[src/hw/rtl/fths_pkg.sv]
// shared types and constants for the frame tile splitter with tile hashes
`timescale 1ns / 1ps

package fths_pkg;

    localparam int TILE_WIDTH_DEF       = 80;
    localparam int TILE_HEIGHT_DEF      = 40;
    localparam int MAX_FRAME_WIDTH_DEF  = 800;
    localparam int MAX_FRAME_HEIGHT_DEF = 480;

    localparam int FRAME_WIDTH_RST  = 800;
    localparam int FRAME_HEIGHT_RST = 480;

    localparam int FW_W       = 10;
    localparam int FH_W       = 9;
    localparam int CFG_IDX_W  = 1;
    localparam int CFG_DATA_W = 10;

    localparam logic [CFG_IDX_W-1:0] REG_FRAME_WIDTH  = 1'b0;
    localparam logic [CFG_IDX_W-1:0] REG_FRAME_HEIGHT = 1'b1;

    // widest tile coordinates any legal tile size can produce
    localparam int COL_W = 7;
    localparam int ROW_W = 6;
    localparam int TX_W  = 8;
    localparam int TY_W  = 8;
    localparam int ADD_W = FW_W + 4;

    localparam int QUEUE_DEPTH = 2;

    typedef struct packed {
        logic [7:0] blue;
        logic [7:0] green;
        logic [7:0] red;
        logic [7:0] alpha;
    } pix_in_t;

    typedef struct packed {
        logic [6:0]      tile_index;
        logic [11:0]     pixel_offset;
        logic [7:0]      red_out;
        logic [7:0]      green_out;
        logic [7:0]      blue_out;
        logic [7:0]      alpha_out;
        logic [FW_W-1:0] tile_origin_x;
        logic [FH_W-1:0] tile_origin_y;
        logic            tile_done;
        logic [31:0]     tile_hash;
        logic            frame_done;
    } pix_out_t;

    typedef struct packed {
        logic [7:0]       red;
        logic [7:0]       green;
        logic [7:0]       blue;
        logic [7:0]       alpha;
        logic [COL_W-1:0] col;
        logic [ROW_W-1:0] row;
        logic [TX_W-1:0]  tx;
        logic [TY_W-1:0]  ty;
        logic [FW_W-1:0]  origin_x;
        logic [FH_W-1:0]  origin_y;
        logic             tile_start;
        logic             tile_done;
        logic             frame_done;
        logic [ADD_W-1:0] add_term;
    } cmd_t;

endpackage

[src/hw/rtl/frame_tile_splitter_hash.sv]
// top level: BGRA raster pixels in, RGBA pixels with tile position and tile hash out
// path: an accepted input beat is registered in the queue, then in the back end stage, then in the output register
// throughput: one pixel per cycle while m_ready holds, set by the hash read-add-write loop
// reset: raster counters to the frame origin, frame size 800 x 480, queue empty
// the per-column hash store is not cleared; each tile restarts its hash at its origin
`timescale 1ns / 1ps

module frame_tile_splitter_hash #(
    parameter int TILE_WIDTH       = fths_pkg::TILE_WIDTH_DEF,
    parameter int TILE_HEIGHT      = fths_pkg::TILE_HEIGHT_DEF,
    parameter int MAX_FRAME_WIDTH  = fths_pkg::MAX_FRAME_WIDTH_DEF,
    parameter int MAX_FRAME_HEIGHT = fths_pkg::MAX_FRAME_HEIGHT_DEF
) (
    input  logic                             aclk,
    input  logic                             aresetn,
    input  logic                             cfg_wr_en,
    input  logic [fths_pkg::CFG_IDX_W-1:0]   cfg_index,
    input  logic [fths_pkg::CFG_DATA_W-1:0]  cfg_wdata,
    input  logic                             s_valid,
    output logic                             s_ready,
    input  fths_pkg::pix_in_t                s_data,
    output logic                             m_valid,
    input  logic                             m_ready,
    output fths_pkg::pix_out_t               m_data
);

    localparam int W_LIM = (MAX_FRAME_WIDTH < 2**fths_pkg::FW_W - 1) ?
                           MAX_FRAME_WIDTH : 2**fths_pkg::FW_W - 1;
    localparam int H_LIM = (MAX_FRAME_HEIGHT < 2**fths_pkg::FH_W - 1) ?
                           MAX_FRAME_HEIGHT : 2**fths_pkg::FH_W - 1;
    localparam int MAX_TPR   = (W_LIM / TILE_WIDTH > 1) ? W_LIM / TILE_WIDTH : 1;
    localparam int MAX_TPC   = (H_LIM / TILE_HEIGHT > 1) ? H_LIM / TILE_HEIGHT : 1;
    localparam int TPR_W     = $clog2(MAX_TPR + 1);
    localparam int TPC_W     = $clog2(MAX_TPC + 1);
    localparam int ACC_DEPTH = MAX_TPR + 1;

    logic [TPR_W-1:0] tiles_per_row;
    logic [TPC_W-1:0] tiles_per_col;
    logic             q_wr_en, q_rd_en, q_full, q_empty;
    fths_pkg::cmd_t   q_wr_data, q_rd_data;

    fths_cfg #(
        .TILE_WIDTH       (TILE_WIDTH),
        .TILE_HEIGHT      (TILE_HEIGHT),
        .MAX_FRAME_WIDTH  (MAX_FRAME_WIDTH),
        .MAX_FRAME_HEIGHT (MAX_FRAME_HEIGHT),
        .TPR_W            (TPR_W),
        .TPC_W            (TPC_W)
    ) u_cfg (
        .aclk          (aclk),
        .aresetn       (aresetn),
        .cfg_wr_en     (cfg_wr_en),
        .cfg_index     (cfg_index),
        .cfg_wdata     (cfg_wdata),
        .tiles_per_row (tiles_per_row),
        .tiles_per_col (tiles_per_col)
    );

    fths_front #(
        .TILE_WIDTH  (TILE_WIDTH),
        .TILE_HEIGHT (TILE_HEIGHT),
        .TPR_W       (TPR_W),
        .TPC_W       (TPC_W)
    ) u_front (
        .aclk          (aclk),
        .aresetn       (aresetn),
        .s_valid       (s_valid),
        .s_ready       (s_ready),
        .s_data        (s_data),
        .tiles_per_row (tiles_per_row),
        .tiles_per_col (tiles_per_col),
        .q_full        (q_full),
        .q_wr_en       (q_wr_en),
        .q_wr_data     (q_wr_data)
    );

    fths_fifo #(
        .DEPTH (fths_pkg::QUEUE_DEPTH)
    ) u_queue (
        .aclk    (aclk),
        .aresetn (aresetn),
        .wr_en   (q_wr_en),
        .wr_data (q_wr_data),
        .rd_en   (q_rd_en),
        .rd_data (q_rd_data),
        .full    (q_full),
        .empty   (q_empty)
    );

    fths_back #(
        .TILE_WIDTH (TILE_WIDTH),
        .TPR_W      (TPR_W),
        .ACC_DEPTH  (ACC_DEPTH)
    ) u_back (
        .aclk          (aclk),
        .aresetn       (aresetn),
        .q_empty       (q_empty),
        .q_rd_data     (q_rd_data),
        .q_rd_en       (q_rd_en),
        .tiles_per_row (tiles_per_row),
        .m_valid       (m_valid),
        .m_ready       (m_ready),
        .m_data        (m_data)
    );

endmodule

[src/hw/rtl/fths_ram.sv]
// generic single write port ram with registered read
`timescale 1ns / 1ps

module fths_ram #(
    parameter int WIDTH = 32,
    parameter int DEPTH = 2
) (
    input  logic                     aclk,
    input  logic                     wr_en,
    input  logic [$clog2(DEPTH)-1:0] wr_addr,
    input  logic [WIDTH-1:0]         wr_data,
    input  logic                     rd_en,
    input  logic [$clog2(DEPTH)-1:0] rd_addr,
    output logic [WIDTH-1:0]         rd_data
);

    logic [WIDTH-1:0] mem_reg [DEPTH];
    logic [WIDTH-1:0] rd_data_reg;

    always_ff @(posedge aclk) begin
        if (wr_en) begin
            mem_reg[wr_addr] <= wr_data;
        end
        if (rd_en) begin
            rd_data_reg <= mem_reg[rd_addr];
        end
    end

    assign rd_data = rd_data_reg;

endmodule

[src/hw/rtl/fths_fifo.sv]
// short command queue between the pixel front end and the hash back end
`timescale 1ns / 1ps

module fths_fifo #(
    parameter int DEPTH = fths_pkg::QUEUE_DEPTH
) (
    input  logic               aclk,
    input  logic               aresetn,
    input  logic               wr_en,
    input  fths_pkg::cmd_t     wr_data,
    input  logic               rd_en,
    output fths_pkg::cmd_t     rd_data,
    output logic               full,
    output logic               empty
);

    localparam int PTR_W = (DEPTH > 1) ? $clog2(DEPTH) : 1;
    localparam int CNT_W = $clog2(DEPTH + 1);

    fths_pkg::cmd_t   mem_reg [DEPTH];
    logic [PTR_W-1:0] wr_ptr_reg, wr_ptr_next;
    logic [PTR_W-1:0] rd_ptr_reg, rd_ptr_next;
    logic [CNT_W-1:0] count_reg, count_next;

    assign full    = (count_reg == CNT_W'(DEPTH));
    assign empty   = (count_reg == '0);
    assign rd_data = mem_reg[rd_ptr_reg];

    always_comb begin
        wr_ptr_next = wr_ptr_reg;
        rd_ptr_next = rd_ptr_reg;
        count_next  = count_reg;
        if (wr_en) begin
            wr_ptr_next = (wr_ptr_reg == PTR_W'(DEPTH - 1)) ? '0 : wr_ptr_reg + PTR_W'(1);
        end
        if (rd_en) begin
            rd_ptr_next = (rd_ptr_reg == PTR_W'(DEPTH - 1)) ? '0 : rd_ptr_reg + PTR_W'(1);
        end
        if (wr_en && !rd_en) begin
            count_next = count_reg + CNT_W'(1);
        end else if (rd_en && !wr_en) begin
            count_next = count_reg - CNT_W'(1);
        end
    end

    always_ff @(posedge aclk) begin
        if (!aresetn) begin
            wr_ptr_reg <= '0;
            rd_ptr_reg <= '0;
            count_reg  <= '0;
        end else begin
            wr_ptr_reg <= wr_ptr_next;
            rd_ptr_reg <= rd_ptr_next;
            count_reg  <= count_next;
        end
    end

    always_ff @(posedge aclk) begin
        if (wr_en) begin
            mem_reg[wr_ptr_reg] <= wr_data;
        end
    end

    a_count_bound: assert property (@(posedge aclk) disable iff (!aresetn)
        count_reg <= CNT_W'(DEPTH))
        else $error("queue count beyond depth");

    a_no_read_empty: assert property (@(posedge aclk) disable iff (!aresetn)
        rd_en |-> !empty)
        else $error("queue read while empty");

endmodule

[src/hw/rtl/fths_cfg.sv]
// frame size registers, kept as tiles per row and tile rows per frame
`timescale 1ns / 1ps

module fths_cfg #(
    parameter int TILE_WIDTH       = fths_pkg::TILE_WIDTH_DEF,
    parameter int TILE_HEIGHT      = fths_pkg::TILE_HEIGHT_DEF,
    parameter int MAX_FRAME_WIDTH  = fths_pkg::MAX_FRAME_WIDTH_DEF,
    parameter int MAX_FRAME_HEIGHT = fths_pkg::MAX_FRAME_HEIGHT_DEF,
    parameter int TPR_W            = 4,
    parameter int TPC_W            = 4
) (
    input  logic                              aclk,
    input  logic                              aresetn,
    input  logic                              cfg_wr_en,
    input  logic [fths_pkg::CFG_IDX_W-1:0]    cfg_index,
    input  logic [fths_pkg::CFG_DATA_W-1:0]   cfg_wdata,
    output logic [TPR_W-1:0]                  tiles_per_row,
    output logic [TPC_W-1:0]                  tiles_per_col
);

    localparam int FW_W = fths_pkg::FW_W;
    localparam int FH_W = fths_pkg::FH_W;

    localparam int W_LIM = (MAX_FRAME_WIDTH < 2**FW_W - 1) ? MAX_FRAME_WIDTH : 2**FW_W - 1;
    localparam int H_LIM = (MAX_FRAME_HEIGHT < 2**FH_W - 1) ? MAX_FRAME_HEIGHT : 2**FH_W - 1;

    // exact floor division by reciprocal multiply
    localparam int W_SHIFT = FW_W + $clog2(TILE_WIDTH);
    localparam int H_SHIFT = FH_W + $clog2(TILE_HEIGHT);
    localparam int W_RECIP = (2**W_SHIFT + TILE_WIDTH - 1) / TILE_WIDTH;
    localparam int H_RECIP = (2**H_SHIFT + TILE_HEIGHT - 1) / TILE_HEIGHT;
    localparam int W_PROD_W = FW_W + W_SHIFT + 1;
    localparam int H_PROD_W = FH_W + H_SHIFT + 1;

    localparam int W_RST_LIM = (fths_pkg::FRAME_WIDTH_RST < W_LIM) ?
                               fths_pkg::FRAME_WIDTH_RST : W_LIM;
    localparam int H_RST_LIM = (fths_pkg::FRAME_HEIGHT_RST < H_LIM) ?
                               fths_pkg::FRAME_HEIGHT_RST : H_LIM;
    localparam int TPR_RST = (W_RST_LIM / TILE_WIDTH > 1) ? W_RST_LIM / TILE_WIDTH : 1;
    localparam int TPC_RST = (H_RST_LIM / TILE_HEIGHT > 1) ? H_RST_LIM / TILE_HEIGHT : 1;

    logic [TPR_W-1:0]    tpr_reg, tpr_next;
    logic [TPC_W-1:0]    tpc_reg, tpc_next;
    logic [FW_W-1:0]     w_in, w_lim;
    logic [FH_W-1:0]     h_in, h_lim;
    logic [W_PROD_W-1:0] w_prod;
    logic [H_PROD_W-1:0] h_prod;
    logic [TPR_W-1:0]    w_tiles;
    logic [TPC_W-1:0]    h_tiles;

    always_comb begin
        w_in    = cfg_wdata[FW_W-1:0];
        h_in    = cfg_wdata[FH_W-1:0];
        w_lim   = (w_in > FW_W'(W_LIM)) ? FW_W'(W_LIM) : w_in;
        h_lim   = (h_in > FH_W'(H_LIM)) ? FH_W'(H_LIM) : h_in;
        w_prod  = W_PROD_W'(w_lim) * W_PROD_W'(W_RECIP);
        h_prod  = H_PROD_W'(h_lim) * H_PROD_W'(H_RECIP);
        w_tiles = w_prod[W_SHIFT +: TPR_W];
        h_tiles = h_prod[H_SHIFT +: TPC_W];
        if (w_tiles == '0) begin
            w_tiles = TPR_W'(1);
        end
        if (h_tiles == '0) begin
            h_tiles = TPC_W'(1);
        end
    end

    always_comb begin
        tpr_next = tpr_reg;
        tpc_next = tpc_reg;
        if (cfg_wr_en) begin
            case (cfg_index)
                fths_pkg::REG_FRAME_WIDTH: begin
                    tpr_next = w_tiles;
                end
                fths_pkg::REG_FRAME_HEIGHT: begin
                    tpc_next = h_tiles;
                end
                default: begin
                    tpr_next = tpr_reg;
                end
            endcase
        end
    end

    always_ff @(posedge aclk) begin
        if (!aresetn) begin
            tpr_reg <= TPR_W'(TPR_RST);
            tpc_reg <= TPC_W'(TPC_RST);
        end else begin
            tpr_reg <= tpr_next;
            tpc_reg <= tpc_next;
        end
    end

    assign tiles_per_row = tpr_reg;
    assign tiles_per_col = tpc_reg;

endmodule

[src/hw/rtl/fths_front.sv]
// front end: raster counters, tile classification and hash increment per pixel
`timescale 1ns / 1ps

module fths_front #(
    parameter int TILE_WIDTH  = fths_pkg::TILE_WIDTH_DEF,
    parameter int TILE_HEIGHT = fths_pkg::TILE_HEIGHT_DEF,
    parameter int TPR_W       = 4,
    parameter int TPC_W       = 4
) (
    input  logic                 aclk,
    input  logic                 aresetn,
    input  logic                 s_valid,
    output logic                 s_ready,
    input  fths_pkg::pix_in_t    s_data,
    input  logic [TPR_W-1:0]     tiles_per_row,
    input  logic [TPC_W-1:0]     tiles_per_col,
    input  logic                 q_full,
    output logic                 q_wr_en,
    output fths_pkg::cmd_t       q_wr_data
);

    localparam int FW_W  = fths_pkg::FW_W;
    localparam int FH_W  = fths_pkg::FH_W;
    localparam int ADD_W = fths_pkg::ADD_W;
    localparam int TXC_W = $clog2(TILE_WIDTH);
    localparam int TYC_W = $clog2(TILE_HEIGHT);

    logic [FW_W-1:0]  x_reg, x_next, x_cur;
    logic [FH_W-1:0]  y_reg, y_next, y_cur;
    logic [TXC_W-1:0] tx_reg, tx_next, tx_cur;
    logic [TYC_W-1:0] ty_reg, ty_next, ty_cur;
    logic [TPR_W-1:0] col_reg, col_next, col_cur;
    logic [TPC_W-1:0] row_reg, row_next, row_cur;

    logic             fire;
    logic             last_tx, last_ty, last_col, last_row, eol;
    logic [9:0]       sum_px;
    logic [FW_W:0]    xy_sum;

    assign s_ready = !q_full;
    assign fire    = s_valid && !q_full;
    assign q_wr_en = fire;

    always_comb begin
        // counters left past the frame by a size change restart at zero
        x_cur   = x_reg;
        tx_cur  = tx_reg;
        col_cur = col_reg;
        y_cur   = y_reg;
        ty_cur  = ty_reg;
        row_cur = row_reg;
        if (col_reg >= tiles_per_row) begin
            x_cur   = '0;
            tx_cur  = '0;
            col_cur = '0;
        end
        if (row_reg >= tiles_per_col) begin
            y_cur   = '0;
            ty_cur  = '0;
            row_cur = '0;
        end

        last_tx  = (tx_cur == TXC_W'(TILE_WIDTH - 1));
        last_ty  = (ty_cur == TYC_W'(TILE_HEIGHT - 1));
        last_col = (col_cur == tiles_per_row - TPR_W'(1));
        last_row = (row_cur == tiles_per_col - TPC_W'(1));
        eol      = last_tx && last_col;

        tx_next  = tx_reg;
        col_next = col_reg;
        x_next   = x_reg;
        ty_next  = ty_reg;
        row_next = row_reg;
        y_next   = y_reg;
        if (fire) begin
            tx_next  = last_tx ? '0 : tx_cur + TXC_W'(1);
            col_next = last_tx ? (last_col ? '0 : col_cur + TPR_W'(1)) : col_cur;
            x_next   = eol ? '0 : x_cur + FW_W'(1);
            ty_next  = ty_cur;
            row_next = row_cur;
            y_next   = y_cur;
            if (eol) begin
                ty_next  = last_ty ? '0 : ty_cur + TYC_W'(1);
                row_next = last_ty ? (last_row ? '0 : row_cur + TPC_W'(1)) : row_cur;
                y_next   = (last_ty && last_row) ? '0 : y_cur + FH_W'(1);
            end
        end
    end

    always_comb begin
        sum_px = 10'(s_data.red) + 10'(s_data.green) + 10'(s_data.blue) + 10'(s_data.alpha);
        xy_sum = {1'b0, x_cur} + (FW_W + 1)'(y_cur);

        q_wr_data.red        = s_data.red;
        q_wr_data.green      = s_data.green;
        q_wr_data.blue       = s_data.blue;
        q_wr_data.alpha      = s_data.alpha;
        q_wr_data.col        = fths_pkg::COL_W'(col_cur);
        q_wr_data.row        = fths_pkg::ROW_W'(row_cur);
        q_wr_data.tx         = fths_pkg::TX_W'(tx_cur);
        q_wr_data.ty         = fths_pkg::TY_W'(ty_cur);
        q_wr_data.origin_x   = x_cur - FW_W'(tx_cur);
        q_wr_data.origin_y   = y_cur - FH_W'(ty_cur);
        q_wr_data.tile_start = (tx_cur == '0) && (ty_cur == '0);
        q_wr_data.tile_done  = last_tx && last_ty;
        q_wr_data.frame_done = eol && last_ty && last_row;
        q_wr_data.add_term   = ADD_W'(sum_px) + ADD_W'({xy_sum, 2'b00});
    end

    always_ff @(posedge aclk) begin
        if (!aresetn) begin
            x_reg   <= '0;
            y_reg   <= '0;
            tx_reg  <= '0;
            ty_reg  <= '0;
            col_reg <= '0;
            row_reg <= '0;
        end else begin
            x_reg   <= x_next;
            y_reg   <= y_next;
            tx_reg  <= tx_next;
            ty_reg  <= ty_next;
            col_reg <= col_next;
            row_reg <= row_next;
        end
    end

    a_frame_wrap: assert property (@(posedge aclk) disable iff (!aresetn)
        fire && q_wr_data.frame_done |=> (x_reg == '0) && (y_reg == '0) &&
                                         (col_reg == '0) && (row_reg == '0))
        else $error("counters not at origin after frame end");

    a_start_not_done: assert property (@(posedge aclk) disable iff (!aresetn)
        fire && q_wr_data.tile_start |-> !q_wr_data.tile_done)
        else $error("tile origin pixel flagged as tile end");

endmodule

[src/hw/rtl/fths_back.sv]
// back end: per-column hash store, tile index and offset, output register
`timescale 1ns / 1ps

module fths_back #(
    parameter int TILE_WIDTH = fths_pkg::TILE_WIDTH_DEF,
    parameter int TPR_W      = 4,
    parameter int ACC_DEPTH  = 11
) (
    input  logic                 aclk,
    input  logic                 aresetn,
    input  logic                 q_empty,
    input  fths_pkg::cmd_t       q_rd_data,
    output logic                 q_rd_en,
    input  logic [TPR_W-1:0]     tiles_per_row,
    output logic                 m_valid,
    input  logic                 m_ready,
    output fths_pkg::pix_out_t   m_data
);

    localparam int ACC_AW     = $clog2(ACC_DEPTH);
    localparam int IDX_FULL_W = fths_pkg::ROW_W + TPR_W + 1;
    localparam int OFF_FULL_W = fths_pkg::TX_W + fths_pkg::TY_W + 1;

    logic                  a_valid_reg, a_valid_next;
    fths_pkg::cmd_t        a_reg;
    logic                  out_valid_reg, out_valid_next;
    fths_pkg::pix_out_t    out_reg, out_next;
    logic [ACC_AW-1:0]     last_slot_reg;
    logic [31:0]           last_hash_reg;

    logic                  out_free, a_move, a_load;
    logic [ACC_AW-1:0]     rd_slot, a_slot;
    logic [31:0]           acc_rdata, base, hash;
    logic [IDX_FULL_W-1:0] idx_full;
    logic [OFF_FULL_W-1:0] off_full;

    assign out_free = !out_valid_reg || m_ready;
    assign a_move   = a_valid_reg && out_free;
    assign a_load   = !q_empty && (!a_valid_reg || a_move);
    assign q_rd_en  = a_load;

    always_comb begin
        rd_slot = (32'(q_rd_data.col) >= ACC_DEPTH) ? ACC_AW'(ACC_DEPTH - 1)
                                                    : ACC_AW'(q_rd_data.col);
        a_slot  = (32'(a_reg.col) >= ACC_DEPTH) ? ACC_AW'(ACC_DEPTH - 1)
                                                : ACC_AW'(a_reg.col);
    end

    fths_ram #(
        .WIDTH (32),
        .DEPTH (ACC_DEPTH)
    ) u_acc (
        .aclk    (aclk),
        .wr_en   (a_move),
        .wr_addr (a_slot),
        .wr_data (hash),
        .rd_en   (a_load),
        .rd_addr (rd_slot),
        .rd_data (acc_rdata)
    );

    always_comb begin
        // the last write may land on the edge of this read, so take it directly
        if (a_reg.tile_start) begin
            base = '0;
        end else if (a_slot == last_slot_reg) begin
            base = last_hash_reg;
        end else begin
            base = acc_rdata;
        end
        hash = base + 32'(a_reg.add_term);

        idx_full = IDX_FULL_W'(a_reg.row) * IDX_FULL_W'(tiles_per_row)
                 + IDX_FULL_W'(a_reg.col);
        off_full = OFF_FULL_W'(a_reg.ty) * OFF_FULL_W'(TILE_WIDTH)
                 + OFF_FULL_W'(a_reg.tx);
    end

    always_comb begin
        a_valid_next   = a_valid_reg;
        out_valid_next = out_valid_reg;
        if (a_load) begin
            a_valid_next = 1'b1;
        end else if (a_move) begin
            a_valid_next = 1'b0;
        end
        if (a_move) begin
            out_valid_next = 1'b1;
        end else if (m_ready) begin
            out_valid_next = 1'b0;
        end
    end

    always_comb begin
        out_next.tile_index    = idx_full[6:0];
        out_next.pixel_offset  = off_full[11:0];
        out_next.red_out       = a_reg.red;
        out_next.green_out     = a_reg.green;
        out_next.blue_out      = a_reg.blue;
        out_next.alpha_out     = a_reg.alpha;
        out_next.tile_origin_x = a_reg.origin_x;
        out_next.tile_origin_y = a_reg.origin_y;
        out_next.tile_done     = a_reg.tile_done;
        out_next.tile_hash     = hash;
        out_next.frame_done    = a_reg.frame_done;
    end

    always_ff @(posedge aclk) begin
        if (!aresetn) begin
            a_valid_reg   <= 1'b0;
            out_valid_reg <= 1'b0;
        end else begin
            a_valid_reg   <= a_valid_next;
            out_valid_reg <= out_valid_next;
        end
    end

    always_ff @(posedge aclk) begin
        if (a_load) begin
            a_reg <= q_rd_data;
        end
        if (a_move) begin
            out_reg       <= out_next;
            last_slot_reg <= a_slot;
            last_hash_reg <= hash;
        end
    end

    assign m_valid = out_valid_reg;
    assign m_data  = out_reg;

    a_frame_ends_tile: assert property (@(posedge aclk) disable iff (!aresetn)
        out_valid_reg && out_reg.frame_done |-> out_reg.tile_done)
        else $error("frame end without tile end");

endmodule
[config.mk]
export PLATFORM = sky130hd
export DESIGN_NAME = frame_tile_splitter_hash
export DESIGN_NICKNAME = d
export VERILOG_FILES = /design/src/hw/rtl/fths_pkg.sv /design/src/hw/rtl/frame_tile_splitter_hash.sv /design/src/hw/rtl/fths_ram.sv /design/src/hw/rtl/fths_fifo.sv /design/src/hw/rtl/fths_cfg.sv /design/src/hw/rtl/fths_front.sv /design/src/hw/rtl/fths_back.sv
export SDC_FILE = /design/constraint.sdc
export NUM_CORES = 1
export LEC_CHECK = 0
export ABC_AREA = 1
export BUFFER_PORTS_ARGS = -buffer_cell sky130_fd_sc_hd__buf_2
export CELL_PAD_IN_SITES_DETAIL_PLACEMENT = 1
export CELL_PAD_IN_SITES_GLOBAL_PLACEMENT = 1
export CORE_UTILIZATION = 51
export DETAILED_ROUTE_END_ITERATION = 10
export PLACE_DENSITY_LB_ADDON = 0.1
export SYNTH_ARGS = -nofsm -noshare
export SYNTH_HDL_FRONTEND = slang
export SYNTH_SLANG_ARGS = --single-unit
[constraint.sdc]
create_clock -name aclk -period 7.44 [get_ports aclk]
set_clock_uncertainty 0.2 [all_clocks]
set_input_delay 0.744 -clock aclk [delete_from_list [all_inputs] [get_ports aclk]]
set_output_delay 0.744 -clock aclk [all_outputs]
set_load 0.005 [all_outputs]
# After elaboration in Yosys (flattened, before gate mapping)
# Memory sizes are Yosys's and may differ from the RTL's. A register that Yosys moved wholly into a read port is not among the register bits.
# Index checks and enable logic that the tools add are counted.
# word_totals
mem_bits_rw	530
regBits	259
romBits	0
latchBits	0
word_cells	148
out_inout_bits	106
input_bits	48
mem_count	2
# op_classes
mul	4
reduce_logical	29
n_div	0
n_eq_ne	6
n_lt_le_gt_ge	6
muxes	39
shift	0
add_sub_neg	22
bitwise	1
# memory_table
memory	words	width	rd	rd_ports_with_merged_regs	write_ports	line_no	rtl
u_back.u_acc.mem_reg	11	32	1	1	1	fths_ram.sv:17	logic [WIDTH-1:0] mem_reg [DEPTH];
u_queue.mem_reg	2	89	1	1	1	fths_fifo.sv:20	fths_pkg::cmd_t mem_reg [DEPTH];
# op_table
cell	n
32-bit two-way mux	2
4-bit two-way mux	11
9-bit two-way mux	4
32-bit by 14-bit adder with 32-bit output	1
10-bit two-way mux	3
10-bit by 11-bit multiplier with 21-bit output (second input constant)	1
10-bit by 8-bit adder with 10-bit output	2
6-bit two-way mux	3
9-bit by 8-bit multiplier with 17-bit output (second input constant)	1
10-bit by 13-bit adder with 14-bit output	1
7-bit by 4-bit greater-or-equal comparator with 1-bit output (second input constant)	2
7-bit two-way mux	2
12-bit by 8-bit adder with 12-bit output	1
4-bit == test	3
1-bit two-way mux	12
10-bit by 9-bit adder with 11-bit output	1
1-bit logical AND	11
10-bit by 1-bit adder with 10-bit output (second input constant)	1
10-bit > comparator (second input constant)	1
10-bit by 7-bit subtractor with 10-bit output	1
8-bit by 8-bit adder with 9-bit output	1
9-bit by 1-bit adder with 9-bit output (second input constant)	1
9-bit > comparator (second input constant)	1
9-bit by 6-bit subtractor with 9-bit output	1
24 further kinds	39

# Longest topological paths before layout
# logic_depth
word_depth	8
mapped_depth	31
mapped_depth_nobuf	31

# Cells and area by module
# Synthesis repeated with hierarchy kept, for this count alone.
# hier_totals
cells_unflattened	3717
hier_area_um2	41517.3
# modules_own_cells
module	area_per_inst_um2	cells_per_inst	instances	seq_area_each_um2
fths_ram	15670.0	1344	1	11531.1
fths_back	9258.9	725	1	6195.9
fths_fifo	7344.5	337	1	5925.7
fths_front	5373.9	800	1	800.8
fths_cfg	3870.0	511	1	160.2

# Worst setup path before layout
# OpenSTA, ideal clock, no wires.
# synth_timing
path_kind	input to register
from	in m_ready
to	mem u_back.u_acc.mem_reg[0][0], enable pin
path_slack_ns	1.758
t_arrival_ns	5.061
setup_ns	0.421
path_stages	6
n_path_buf	0
required_time_ns	6.819
cell_sequence	inv_1 -> nand2_1 -> nand2_1 -> inv_1 -> nand3_1 -> nor2_1
# synth_via
elab_chain_len	4
# synth_lines
item	line_no	rtl
from (decl)	frame_tile_splitter_hash.sv:23	input logic m_ready,
1-bit logical OR	fths_back.sv:37	assign out_free = !out_valid_reg || m_ready;
1-bit logical AND	fths_back.sv:38	assign a_move = a_valid_reg && out_free;
named net u_back.a_move	fths_back.sv:31	logic out_free, a_move, a_load;
1-bit two-way mux	fths_ram.sv:21	if (wr_en) begin
1-bit two-way mux (not written as such)	fths_ram.sv:22	mem_reg[wr_addr] <= wr_data;
to (decl)	fths_ram.sv:17	
# The timed path passes the listed nets, and every way through them passes these cells.

# Final worst setup path
# layout_timing
from	reg u_back.a_reg[58] (netlist name)
to	mem u_back.u_acc.mem_reg[8][24] (netlist: u_back.u_acc.mem_reg[2][24]), data pin
# layout_via
elab_chain_len	6
# layout_lines
item	line_no	rtl
from (decl)	fths_back.sv:25	fths_pkg::cmd_t a_reg;
from (signal assigned)	fths_back.sv:120	a_reg <= q_rd_data;
7-bit by 4-bit greater-or-equal comparator with 1-bit output	fths_back.sv:45	a_slot = (32'(a_reg.col) >= ACC_DEPTH) ? ACC_AW'(ACC_DEPTH - 1)
4-bit two-way mux *	fths_back.sv:45	
4-bit == test *	fths_back.sv:66	end else if (a_slot == last_slot_reg) begin
32-bit two-way mux *	fths_back.sv:66	
32-bit two-way mux *	fths_back.sv:64	if (a_reg.tile_start) begin
32-bit by 14-bit adder with 32-bit output *	fths_back.sv:71	hash = base + 32'(a_reg.add_term);
named net u_back.hash[24]	fths_back.sv:33	logic [31:0] acc_rdata, base, hash;
# The timed path passes the listed nets; every way through them passes the cells marked *.

==> flow_metrics.py <==
metrics = {
    "power_and_ir_drop": {
        "leakagePower_uw": 0.0174,
        "irDropWorstVdd_mv": 0.492,
        "power_uw": 19000,
        "power-per-cell-area_nw_per_um2": 437,
    },
    "global_routing": {
        "antenna_found_initial": 0,
        "grt_pass1_wl_um": 158000,
        "grt_usage_pct": 26.6,
        "grt-ovfl-total": 0,
        "grt_pass1_vias": 27400,
        "grt_max_degree": 100,
    },
    "synthesis": {
        "synth_async_sr_flop_share_pct": 0,
        "yosys.area_share.adder_pct": 10.2,
        "synth.cell_area_um2": 39000,
        "synth_compound_area_share_pct": 7.44,
        "avgSynthCellArea_um2": 11.8,
        "synthXorXnorAreaFrac_pct": 2.29,
        "syn_inst": 3300,
        "ys.flop_type": "edfxtp_1",
        "muxShareOfSynthArea_pct": 2.45,
        "synth_top_family_by_area": "simple AND/OR/NAND/NOR gates",
        "yosysWarnings": 0,
        "synthSimpleGateAreaFrac_pct": 11.1,
        "ys_ff_latch": 814,
        "synth_top_area_share_pct": 58.5,
        "synthTopCellsByArea": "edfxtp_1 58%, ha_1 6.8%, nand2_1 4.5%",
        "ys_seq_area_share_pct": 61.3,
        "yosysTopAreaCell": "edfxtp_1",
        "synth_cell_types": 58,
        "synth-edff-count": 759,
    },
    "worst_setup_path": {
        "cp_max_fo": 44,
        "crit_chain": "nand2_1, nand2_1, nand2_1, nand2_1, nand2_1, nand2_2, nand2_4, inv_2, nor2_1, nor3_1, inv_1, fa_1, o21ai_2, nand2_1, a31oi_2, inv_1, o21ai_0, nand2_1, nor2_4, nand2_1, xor2_1",
        "path_common_cell": "nand2_1",
        "cpMaxStageDelayCell": "xor2_1",
        "cp.arrival_ps": 6280,
        "critPathRequiredTime_ps": 7560,
        "worstSetupEndpointType": "flop",
        "startpoint_type": "flop",
        "max_stage_delay_ps": 670,
        "crit_type": "reg -> reg",
    },
    "job": {
        "max_cap_violations": 0,
    },
    "clocking": {
        "cts_tree": "built",
        "cts_resized": 0,
        "cts_hold_buf": 0,
        "clkTransAtPathRegs_ps": 60,
        "worstSkewPairLatency_ps": 650,
        "cts-buffers-inserted": 85,
        "post_cts.repair.setup_buffers": 0,
        "cts_buffer_depth": 3,
        "clock_sinks": 814,
        "htreeDepth": 3,
        "cts_root_buffer": "clkbuf_16",
    },
    "floorplanning": {
        "fp-row-count": 101,
        "die_w_um": 279,
        "io_pins": 154,
        "dieArea_um2": 77600,
        "core-area_um2": 75800,
        "start_util_pct": 51.4,
        "fp.dieH_um": 279,
    },
    "cells_and_area": {
        "final_area_um2": 43600,
        "final_cell_mix": "759 x edfxtp_1, 469 x nand2_1, 407 x inv_1, 274 x nor2_1, 211 x ha_1",
        "finalNetCount": 3790,
        "largest_register_ffs": 352,
        "final_common_cell": "edfxtp_1",
        "layout-drive-gt1-share_pct": 13.2,
        "area_delta_synth_final_pct": 11.8,
        "diodes": 0,
    },
    "sta": {
        "slew_violations": 0,
        "setup_viol": 0,
        "tns_ps": 0,
        "period_minus_slack_ps": 6160,
        "finalWorstSetupSlack_ps": 1280,
        "max_slew_margin_pct": 19.4,
        "tightest_slew_ps": 1200,
        "rsz0062_at_grt": "no",
        "fin_crit_sh_pct": 82.9,
        "finalHoldViolCount": 0,
        "max_freq_ghz": 0.162,
    },
    "hold_path": {
        "holdCritPathClass": "in -> reg",
    },
    "detailed_routing": {
        "wl_um": 103000,
        "ant_nets": 0,
        "drt_pre_antenna_iters": 5,
        "wl_per_cell_um": 22.8,
        "vias": 25600,
        "post-route-drc-count": 0,
        "drtIter0Drc": 1870,
        "vias_per_cell": 5.67,
    },
    "run_status": {
        "outcome": "finished clean",
    },
    "place": {
        "pre_cts_slack_ps": 1110,
        "dpl.hpwl_um": 65800,
        "port_buffers": 153,
        "dpl_cell_area_um2": 40900,
        "gp_congestion": 0.877,
    },
}
[kinds of logic (layout without fill, tap and decap cells)]
| group | after synthesis | in the layout |
|---|---|---|
| adders and majority gates | 277 | 277 |
| DFF | 814 | 814 |
| other | 1 | 2 |
| AOI/OAI and AO/OA | 490 | 490 |
| muxes | 85 | 85 |
| xor gates and xnor gates | 102 | 102 |
| buffers and inverters | 525 | 759 |
| and+or+nand+nor | 1006 | 1006 |
[synthesized netlist by cell type, types with 3 or more instances]
| master | n |
|---|---|
| buf_4 | 3 |
| xor2_1 | 70 |
| nand3b_1 | 5 |
| clkbuf_1 | 66 |
| o22ai_1 | 32 |
| nor2_2 | 7 |
| dfxtp_1 | 55 |
| a21o_1 | 5 |
| nand2_1 | 470 |
| nor3_1 | 18 |
| buf_2 | 23 |
| edfxtp_1 | 759 |
| o32ai_1 | 3 |
| nand2_4 | 3 |
| o21bai_1 | 9 |
| buf_1 | 8 |
| nand3_1 | 136 |
| o221ai_1 | 59 |
| o211ai_1 | 27 |
| o21ai_0 | 173 |
| a21oi_1 | 153 |
| nor2_4 | 4 |
| nand3_2 | 8 |
| ha_1 | 211 |
| a211oi_1 | 4 |
| nand4_1 | 45 |
| inv_1 | 409 |
| inv_2 | 9 |
| o21ai_1 | 8 |
| mux2_2 | 85 |
| nand2_2 | 11 |
| fa_1 | 66 |
| nor2_1 | 286 |
| xnor2_1 | 32 |
| a31oi_1 | 4 |
[through the flow]
| stage | std cells | utilization [%] | hold slack [ps] |
|---|---|---|---|
| final | 4513 | 57.5 | 105 |
| after global routing | 4513 | 57.5 | 84.5 |
| after CTS | 4513 | 57.5 | 66.6 |
| after detailed placement | 4356 | 53.9 | 206 |
| after global placement | 4356 | 53.9 | 203 |
| after floorplan | 3301 | - | 200 |
[worst paths after layout]
| check | start | to | slack [ps] | cells after the start |
|---|---|---|---|---|
| hold / removal | s_data[4] | u_queue.mem_reg[0][61]$_DFFE_PP_ | 110 | 1 |
| setup reg to reg | u_back.a_reg[58]$_DFFE_PP_ | u_back.u_acc.mem_reg[2][24]$_DFFE_PP_ | 1280 | 21 |
| setup / recovery | u_back.a_reg[58]$_DFFE_PP_ | u_back.u_acc.mem_reg[2][24]$_DFFE_PP_ | 1280 | 21 |
| hold reg to reg | u_back.a_reg[24]$_DFFE_PP_ | u_back.m_data[41]$_DFFE_PP_ | 210 | 0 |
[final cells by class]
type / count / area, um^2
multi-input combinational: 1962 / 13200
fill: 7794 / 32200
sequential: 814 / 23900
clock buffer: 106 / 2260
tap: 978 / 1220
inverter: 420 / 1590
clock inverter: 51 / 475
timing repair buffer: 182 / 983
[critical path, delay by kind of cell (launching register included)]
kind | cells | cell delay [ps]
flip-flops | 1 | 430
AO/OA/AOI/OAI | 3 | 1020
adder cells (fa/ha/maj) | 1 | 460
buffers and inverters | 3 | 620
AND/OR/NAND/NOR | 13 | 2380
XOR/XNOR | 1 | 670
[power breakdown]
part | leakage [uW] | total, uW | switching (uW) | internal [uW]
clock | 0.00133 | 4180 | 1800 | 2380
combinational | 0.00853 | 7090 | 5070 | 2020
sequential | 0.00752 | 7780 | 435 | 7340
total | 0.0174 | 19000 | 7310 | 11700
[routing by layer]
metal	GRT usage, %	wire, um	vias up
met5	0	0	-
met4	7.58	2410	0
met3	3.48	4620	140
met2	46.4	51600	585
met1	34.7	44300	13000
li1	-	-	11900
Note: power is estimated with default switching activity, not from simulation.
